--- src/hdl/gsp_pkg.sv ---
package gsp_pkg;

  localparam int MaxVertices = 16;
  localparam int VtxBits     = 4;
  localparam int CntBits     = 5;
  localparam int CostBits    = 16;
  localparam int DistBits    = 20;
  localparam int TableBits   = 2 * VtxBits;
  localparam int DmBits      = DistBits + VtxBits;

  localparam logic [DistBits-1:0] DistMax = {DistBits{1'b1}};
  localparam logic [CntBits-1:0]  VcReset = 5'd16;
  localparam logic [CntBits-1:0]  VcMin   = 5'd2;

  localparam logic RegVertexCount = 1'b0;

  typedef enum logic [1:0] {
    OP_ADD    = 2'd0,
    OP_UPDATE = 2'd1,
    OP_DELETE = 2'd2,
    OP_QUERY  = 2'd3
  } opcode_e;

  typedef enum logic [1:0] {
    ST_OK          = 2'd0,
    ST_BAD_VERTEX  = 2'd1,
    ST_NO_ROAD     = 2'd2,
    ST_UNREACHABLE = 2'd3
  } status_e;

  typedef enum logic [2:0] {
    S_IDLE,
    S_EDIT,
    S_RELAX,
    S_CHECK,
    S_WALK,
    S_EMIT
  } state_e;

  typedef struct packed {
    logic                upd;
    logic [DistBits-1:0] dist_sum;
  } relax_t;

endpackage

--- src/hdl/gsp_relax.sv ---
module gsp_relax (
  input  logic                          present_i,
  input  logic                          settled_i,
  input  logic                          reached_i,
  input  logic [gsp_pkg::DistBits-1:0]  old_dist_i,
  input  logic [gsp_pkg::DistBits-1:0]  best_i,
  input  logic [gsp_pkg::CostBits-1:0]  cost_i,
  output gsp_pkg::relax_t               relax_o
);

  logic [gsp_pkg::DistBits:0]   sum;
  logic [gsp_pkg::DistBits-1:0] sat;

  assign sum = {1'b0, best_i} + (gsp_pkg::DistBits + 1)'(cost_i);
  assign sat = sum[gsp_pkg::DistBits] ? gsp_pkg::DistMax : sum[gsp_pkg::DistBits-1:0];

  always_comb begin
    relax_o.dist_sum = sat;
    relax_o.upd      = present_i && !settled_i && (!reached_i || (sat < old_dist_i));
  end

endmodule

--- config.mk ---
export PLATFORM = sky130hd
export DESIGN_NAME = gsp_relax
export DESIGN_NICKNAME = d
export VERILOG_FILES = /design/src/hdl/gsp_pkg.sv /design/src/hdl/gsp_relax.sv
export SDC_FILE = /design/constraint.sdc
export NUM_CORES = 1
export LEC_CHECK = 0
export ABC_CLOCK_PERIOD_IN_PS = 3400
export BUFFER_PORTS_ARGS = -buffer_cell sky130_fd_sc_hd__buf_2
export CAP_MARGIN = 5
export CORE_MARGIN = 3
export CORE_UTILIZATION = 40
export DETAILED_ROUTE_END_ITERATION = 7
export GPL_TIMING_DRIVEN = 0
export PLACE_DENSITY_LB_ADDON = 0.15
export SLEW_MARGIN = 20
export SYNTH_ARGS = -nofsm -noshare
export SYNTH_HDL_FRONTEND = slang
export SYNTH_SLANG_ARGS = --single-unit
--- constraint.sdc ---
create_clock -name vclk -period 3.4
set_input_delay 0.34 -clock vclk [all_inputs]
set_output_delay 0.34 -clock vclk [all_outputs]
set_load 0.1 [all_outputs]
Word-level counts from Yosys, hierarchy flattened
Cells that the tools add are included.

storage, ports and cells
  bits in registers = 0
  input port bits = 59
  output and inout port bits = 21
  logic and storage cells = 8

cells by class
  add/sub/neg operators = 1
  $lt $le $gt $ge = 1
  mux-type cells = 1
  reduce and logical (&&, ||, !) cells = 5

operators by type and width
  cell                 count
  $add A20 B16 Y21     1
  $lt A20 B20 Y1       1
  $mux W20             1
  $logic_and A1 B1 Y1  2
  $logic_not A1 Y1     2
  $logic_or A1 B1 Y1   1

Logic depth before layout (Yosys ltp)
Gate-level depths: netlist (run 1).

  word-level depth = 5
  gate-level depth with buffers = 16
  gate-level depth less buffers = 15

Worst setup path before layout (run 1)
Ideal clock, no wire load.

  kind = input port to output port
  start = input port best_i[0] (netlist name)
  end = output port relax_o[20] (netlist name)
  data arrival time = 5.975 ns
  data required time = 3.060 ns
  setup slack = -2.915 ns
  cell stages on the path = 14
  path buffers = 0
  path through = ha_1 > fa_1 > a211o_1 > nor3b_2 > o211ai_4 > a21oi_1 > o21a_1 > o21ai_0 > ha_1 > a21o_1 > a21oi_1 > o211ai_1 > o21ai_0 > o31a_1

RTL lines
  item             RTL line        RTL
  start, declared  gsp_relax.sv:6  input logic [gsp_pkg::DistBits-1:0] best_i,
  end, declared    gsp_relax.sv:8  output gsp_pkg::relax_t relax_o

==> results.toml, run 1 <==
[outcome]
status = "finished, violations left"
violations = "negative setup slack"

[critical_path]
worstSetupPathType = "input port to primary output"
arrival_ps = 3670
cp-start-kind = "input port"
slowest_delay_ps = 360
cp_slowest_cell = "fa_2"
critPathCaptureType = "primary output"
critPathTopFamily = "compound AO/OA/AOI/OAI gates"
crit_buf_inv = 3
cp_max_fo = 5
crit_path_cell_trace = "buf_6 -> ha_4 -> fa_2 -> a211o_1 -> nor3b_4 -> o211ai_4 -> a21oi_4 -> o21ai_4 -> buf_6 -> a31oi_4 -> ha_1 -> nand2_1 -> o21ai_1 -> nor4b_2 -> o211ai_1 -> o21ai_1 -> o31a_4 -> buf_12"
critPathRequiredTime_ps = 3060

[sta]
fin_ws_ps = -605
fin_crit_ps = 4010
setup_viol = 1
setup_tns_ps = -605
slew_violations = 0
finalCritPeriodShare_pct = 118
rsz0062_at_grt = "true"
finalHoldViolCount = 0
whs_ps = 1220
tightest_slew_ps = 590
relSlewSlack_pct = 60.6
fmax_mhz = 250

[place]
pre_cts_ws_ps = -1250
port_buffers = 80
gp_congestion = 0.862
detailedPlacementHpwl_mm = 3.61

[synth]
postSynthAreaPerCell_sq_um = 7.19
synth_top_cell_by_area = "ha_1"
ys_seq_area_share_pct = 0
yosys-top-cells-count = "ha_1 (35), nand2_1 (25), inv_1 (20)"
yosysTopAreaCellShare_pct = 29.1
syn-cell-area_sq_um = 1500
yosysMostFrequentCell = "ha_1"
syn_nets = 304
yosys_warnings = 0
ys_types = 41
yosys-top-cells-area = "ha_1 (29%), nand2_1 (6.2%), inv_1 (5.0%)"
synth_cells = 209

[finish]
area_delta_synth_final_pct = 56.5
fin_util_pct = 67.8
fill_cells = 329
seq_cell_count = 0
antenna_cells = 0
nClkBuffers = 0
nets = 395
seqCellArea_sq_um = 0
final_layout_size_suffix_gt1_share_pct = 44.3

[routing]
first_iter_violations = 90
viasPerCell = 5.28
via_count = 1815
firstDrtPassIters = 4
wl_per_cell_microns = 12.4
drt_wl_total_mm = 4.28
drtAntennaViolNets = 0
drc_errors = 0

[floorplan]
pin_count = 80
rows = 21
chipWidth_microns = 67.3
die_h_microns = 67.3
initial_core_util_pct = 43.3
dieArea_sq_um = 4530
fp.coreArea_sq_um = 3470

[power_and_ir_drop]
peakVddDrop_mv = 0.196
leakage_nw = 1.17
power_density_nw_per_um2 = 345

[grt]
use_met3_pct = 0.499
grt_pass1_vias = 1705
met1_usage_pct = 24.8
antenna_found_initial = 0
grt_util_all_layers_pct = 19.3
grt_pass1_wl_mm = 7.19
grt_use_met2_pct = 37.4
grt_max_degree = 8
busiest_layer = "met2"
grt_overflow_total = 0

[cts]
cts-hold-fix-buffers = 0

[hold_path]
hold_depth = 5
worstHoldPathType = "input port to primary output"
min-delay-start = "reached_i"
min_to = "relax_o[20]"

[run]
drv_cap = 0
==> what timing repair did <==
| item | CTS | global route |
|---|---|---|
| pin swaps | 7 | 2 |
| buffers inserted | 8 | 0 |
| cloned | 1 | 0 |
| gates resized for setup | 15 | 2 |
| setup endpoints to repair | 1 | 1 |
==> through the flow <==
stage / power [mW] / cells / area, sq um
floorplan: 0.650 / 209 / 1710
global placement: 0.777 / 335 / 2160
detailed placement: 0.783 / 335 / 2160
CTS: 0.813 / 344 / 2350
global route: 0.870 / 344 / 2350
finish: 0.812 / 344 / 2350
==> kinds of logic (layout without fill, tap and decap cells) <==
group / Yosys count / in the layout / synth area share, %
compound gates: 71 / 71 / 33.5
xor+xnor: 10 / 10 / 5.83
mux: 1 / 1 / 0.749
buf+inv: 23 / 112 / 6.41
fa+ha+maj: 36 / 36 / 30.5
simple gates: 68 / 68 / 23.1
==> metal layers <==
metal	vias up	part of all wire, %
met5	-	0
met4	0	0
met3	0	4.6
met2	41	51
met1	812	44
li1	962	-
==> worst max-delay path by stage <==
stage	slack, ps	end	cells after the start	startpoint
3_5_place_dp	-1250	relax_o[20]	18	best_i[0]
4_1_cts	-560	relax_o[20]	17	best_i[0]
2_1_floorplan	-810	relax_o[20]	15	best_i[0]
6_report	-610	relax_o[20]	18	best_i[0]
3_3_place_gp	-1260	relax_o[20]	18	best_i[0]
5_1_grt	-790	relax_o[20]	16	best_i[0]
==> power breakdown <==
| part | switching [mW] | internal (mW) |
|---|---|---|
| combinational | 0.576 | 0.236 |
| sequential | 0 | 0 |
| clock | 0 | 0 |
==> cell type report <==
cell class / count / area, sq um / share of cell area (%)
inverter: 20 / 75.1 / 3.19
timing repair buffer: 89 / 532 / 22.6
buffer: 3 / 30.0 / 1.28
tap: 46 / 57.6 / 2.45
multi-input combinational: 186 / 1660 / 70.5
==> tightest hold or removal path, delay by kind of cell <==
family | cells | cell delay (ps)
buf+inv | 2 | 230
compound gates | 2 | 190
simple gates | 1 | 110
==> layout by cell type (no fill, tap or decap), types with 3 or more instances in the layout <==
cell and instances:
nand2_4 9, buf_4 6, o21a_1 6, a21oi_1 12, nand3_1 7, nor3_1 3, ha_1 30, ha_4 5
o211ai_1 5, buf_6 3, and2_1 3, xnor2_1 4, a21o_1 7, nand4_1 5, nor2_1 8, o21ai_2 3
buf_2 79, inv_1 20, xor2_1 6, a211oi_1 5, nand2_1 15, buf_12 3, nand2b_1 4, o21ai_4 4
a31oi_1 3, o21ai_0 5, a21oi_2 4, o21ai_1 5
(Power assumes the default switching activity.)
==> run 2, diff against run 1 <==
ABC_CLOCK_PERIOD_IN_PS = 4700   (was 3400)
clock period = 4.7 ns   (was 3.4 ns; I/O delays follow)
==> run 2 against run 1 <==
The run now ends clean. Power decreased by 34%. First-iteration DRC count decreased by 60%. Via count decreased by 1.7%. Clock-buffer cell count unchanged. Worst setup slack improved by 810 ps. Flip-flop and latch count unchanged. Sequential share of layout area unchanged. Cell count decreased by 1.7%. Wire length decreased by 7.0%. Cell area decreased by 11%. Die area unchanged.
==> results.toml, run 2 (synthesized netlist as in run 1, its figures left out) <==
[outcome]
status = "complete, no violations"

[finish]
area_delta_synth_final_pct = 38.8
seqCellArea_sq_um = 0
nClkBuffers = 0
fin_util_pct = 60.1
nets = 389
final_cell_mix = "buf_2 (81), ha_1 (35), inv_1 (20), nand2_1 (15), a21oi_1 (14)"
seq_cell_count = 0
final_layout_size_suffix_gt1_share_pct = 40.1
antenna_cells = 0
final_common_cell = "buf_2"

[floorplan]
rows = 21
initial_core_util_pct = 43.3
die_h_microns = 67.3
dieArea_sq_um = 4530
chipWidth_microns = 67.3
fp.coreArea_sq_um = 3470
pin_count = 80

[grt]
grt_util_all_layers_pct = 17.2
grt_pass1_wl_mm = 6.48
antenna_found_initial = 0
grt_overflow_total = 0
grt_max_degree = 11
grt_pass1_vias = 1634

[sta]
finalHoldViolCount = 0
fmax_mhz = 223
relSlewSlack_pct = 62.3
setup_viol = 0
tightest_slew_ps = 562
slew_violations = 0
rsz0062_at_grt = "false"
fin_crit_ps = 4490
finalCritPeriodShare_pct = 95.6

[place]
detailedPlacementHpwl_mm = 3.55
port_buffers = 80
gp_congestion = 0.804

[hold_path]
min-delay-start = "reached_i"
worstHoldPathType = "input port to primary output"
hold_depth = 5

[critical_path]
cp_max_fo = 4
worstSetupPathType = "input port to primary output"
critPathRequiredTime_ps = 4230
arrival_ps = 4020
startpoint = "best_i[0]"
critPathCaptureType = "primary output"
cp-start-kind = "input port"

[routing]
wl_per_cell_microns = 11.8
drc_errors = 0
viasPerCell = 5.28
first_iter_violations = 36
via_count = 1785
firstDrtPassIters = 4
drtAntennaViolNets = 0
drt_wl_total_mm = 3.97

[cts]
cts-hold-fix-buffers = 0

[power_and_ir_drop]
finalPower_mw = 0.538
peakVddDrop_mv = 0.158
power_density_nw_per_um2 = 258
leakage_nw = 1.09
power_switching_mw = 0.394
p_comb_share_pct = 100.0
clkPwrFrac_pct = 0
sw_frac_of_total_pct = 73.3
internal-power_mw = 0.144
pwr-share-seq_pct = 0

[run]
drv_cap = 0
==> run 2: cell count changes in the layout (fill, tap and decap cells not counted), moves of 2 or more <==
cell | previous run | this run
a21oi_1 | 12 | 14
a21oi_2 | 4 | 2
buf_12 | 3 | 0
buf_2 | 79 | 81
buf_4 | 6 | 3
ha_1 | 30 | 35
ha_4 | 5 | 0
nand2_2 | 0 | 10
nand2_4 | 9 | 0
o21ai_0 | 5 | 8
o21ai_1 | 5 | 3
o21ai_4 | 4 | 2
==> run 2: per-layer routing <==
metal	global-route usage (%)	wire length (microns)
met5	0	0
met4	1.27	18
met3	0.666	246
met2	31.8	1890
met1	23.0	1820
==> run 2: stage by stage <==
step	worst slack (ps)	setup TNS (ps)	area (sq um)	std cells	hold slack, ps
2_1_floorplan	3.86	0	1580	209	1300
3_3_place_gp	-285	-285	2040	335	1560
3_5_place_dp	-293	-293	2040	335	1560
4_1_cts	22.9	0	2070	338	1560
5_1_grt	42.1	0	2090	338	1530
6_report	208	0	2090	338	1490
==> run 2: worst paths after layout <==
path / end / slack (ps)
worst max-delay path: relax_o[20] / 210
worst min-delay path: relax_o[20] / 1490
==> run 2: layout make-up <==
type / count / area (sq um)
Multi-Input combinational cell: 186 / 1500
Fill cell: 359 / 1380
Timing Repair Buffer: 83 / 429
Inverter: 20 / 75.1
Tap cell: 46 / 57.6
Buffer: 3 / 21.3
==> run 2: repair_timing <==
action                                 in CTS  in global routing
endpoints found under the hold margin       0                  0
pin swaps                                   1                  2
resized for setup                           1                  5
setup endpoints to repair                   1                  1
buffers inserted                            3                  0
==> run 2: power groups by stage <==
| stage | registers [mW] | clock network (mW) | logic, mW |
|---|---|---|---|
| 3_3_place_gp | 0 | 0 | 0.534 |
| 4_1_cts | 0 | 0 | 0.539 |
| 3_5_place_dp | 0 | 0 | 0.536 |
| 2_1_floorplan | 0 | 0 | 0.441 |
| 6_report | 0 | 0 | 0.538 |
| 5_1_grt | 0 | 0 | 0.581 |
==> run 2: critical path: stages <==
cell and delay, ps:
buf_2 100, ha_1 230, fa_2 390, a211o_1 310, nor3b_2 190, o211ai_4 220, a21oi_4 100, o21ai_1 140
mux2_2 370, ha_1 300, nand4_1 180, nor4_2 350, nand3_1 130, o31a_4 360, buf_6 180
==> run 3, diff against run 2 <==
MAX_ROUTING_LAYER = met4   (was default)
SKIP_LAST_GASP = 1   (was default)
==> run 3 against run 2 <==
Cell count did not move. Core utilization did not move. Flip-flop and latch count did not move. Maximum frequency barely moved. First-iteration DRC count did not move. Non-clock buffer count did not move. Cell area did not move. Largest cell class unchanged. Clock-buffer cell count did not move. Global-route usage rose by 0.49 points. Worst setup slack barely moved. Die area did not move.
==> results.toml, run 3 (synthesized netlist as in run 1, its figures left out) <==
[finish]
nClkBuffers = 0
final_cell_mix = "buf_2 (81), ha_1 (35), inv_1 (20), nand2_1 (15), a21oi_1 (14)"
seq_cell_count = 0
area_delta_synth_final_pct = 38.8
antenna_cells = 0
nets = 389
final_common_cell = "buf_2"
seqCellArea_sq_um = 0
final_layout_size_suffix_gt1_share_pct = 40.1

[sta]
relSlewSlack_pct = 62.3
whs_ps = 1490
fin_crit_ps = 4490
slew_violations = 0
finalCritPeriodShare_pct = 95.6
finalHoldViolCount = 0
fmax_mhz = 223
rsz0062_at_grt = "false"
setup_tns_ps = 0
setup_viol = 0
tightest_slew_ps = 562

[place]
gp_congestion = 0.816
detailedPlacementHpwl_mm = 3.55
port_buffers = 80

[floorplan]
dieArea_sq_um = 4530
pin_count = 80
rows = 21
chipWidth_microns = 67.3
die_h_microns = 67.3
fp.coreArea_sq_um = 3470
initial_core_util_pct = 43.3

[routing]
met1_length_mm = 1.84
viasPerCell = 5.28
first_iter_violations = 36
firstDrtPassIters = 4
maxUsedRoutingLayer = "met4"
drt_wl_total_mm = 3.97
route.met2.wl_mm = 1.89
via_count = 1785
drtAntennaViolNets = 0
wl_per_cell_microns = 11.8
wl_met3_microns = 226
drc_errors = 0

[critical_path]
cp_slowest_cell = "fa_2"
crit_buf_inv = 2
worstSetupPathType = "input port to primary output"
critPathTopFamily = "compound AO/OA/AOI/OAI gates"
crit_path_cell_trace = "buf_2 -> ha_1 -> fa_2 -> a211o_1 -> nor3b_2 -> o211ai_4 -> a21oi_4 -> o21ai_1 -> mux2_2 -> ha_1 -> nand4_1 -> nor4_2 -> nand3_1 -> o31a_4 -> buf_6"
cp_max_fo = 4
cp-start-kind = "input port"
arrival_ps = 4020
slowest_delay_ps = 390
crit_path_frequent_cell = "ha_1"
critPathCaptureType = "primary output"
critPathRequiredTime_ps = 4230

[grt]
grt_max_degree = 11
grt_pass1_wl_mm = 6.48
grt_pass1_vias = 1634
grt_util_all_layers_pct = 17.7
antenna_found_initial = 0
grt_overflow_total = 0

[power_and_ir_drop]
peakVddDrop_mv = 0.158
leakage_nw = 1.09
power_density_nw_per_um2 = 258

[run]
drv_cap = 0

[outcome]
status = "complete, no violations"

[hold_path]
worstHoldPathType = "input port to primary output"
[run 3: repair_timing]
action	in CTS	in global routing
hold endpoints to repair	0	0
gates resized for setup	1	5
hold buffers	0	0
pin swaps	1	2
endpoints found under the setup margin	1	1
buffers inserted	3	0
[run 3: final timing paths]
path / startpoint / to / cells after the start
worst max-delay path: best_i[0] / relax_o[20] / 15
worst min-delay path: reached_i / relax_o[20] / 5
[run 3: power by group]
group          switching [mW]  total [mW]  internal (mW)  leakage, nW
Combinational           0.394       0.538          0.144         1.09
Sequential                  0           0              0            0
Clock                       0           0              0            0
Total                   0.394       0.538          0.144         1.09
[run 3: routing by layer]
layer,track usage [%],up-vias
li1,-,941
met4,1.27,0
met2,31.8,56
met3,0.166,2
met1,23.3,786
met5,-,-
[run 3: tightest hold or removal path, stage by stage]
cell and delay (ps):
buf_2 70, or3b_2 120, o21ai_1 70, o31a_4 110, buf_6 170
[run 3: cell type report]
type                            instances  area (sq um)
Inverter                               20          75.1
Buffer                                  3          21.3
Tap cell                               46          57.6
Timing Repair Buffer                   83           429
Multi-Input combinational cell        186          1500
Fill cell                             359          1380
[run 3: metrics by stage]
step / util [%] / area, sq um / worst slack, ps / std cells / power, mW
2_1_floorplan: - / 1580 / 3.86 / 209 / 0.441
3_3_place_gp: 58.9 / 2040 / -285 / 335 / 0.534
3_5_place_dp: 58.9 / 2040 / -293 / 335 / 0.536
4_1_cts: 59.6 / 2070 / 22.9 / 338 / 0.539
5_1_grt: 60.1 / 2090 / 42.1 / 338 / 0.581
6_report: 60.1 / 2090 / 208 / 338 / 0.538
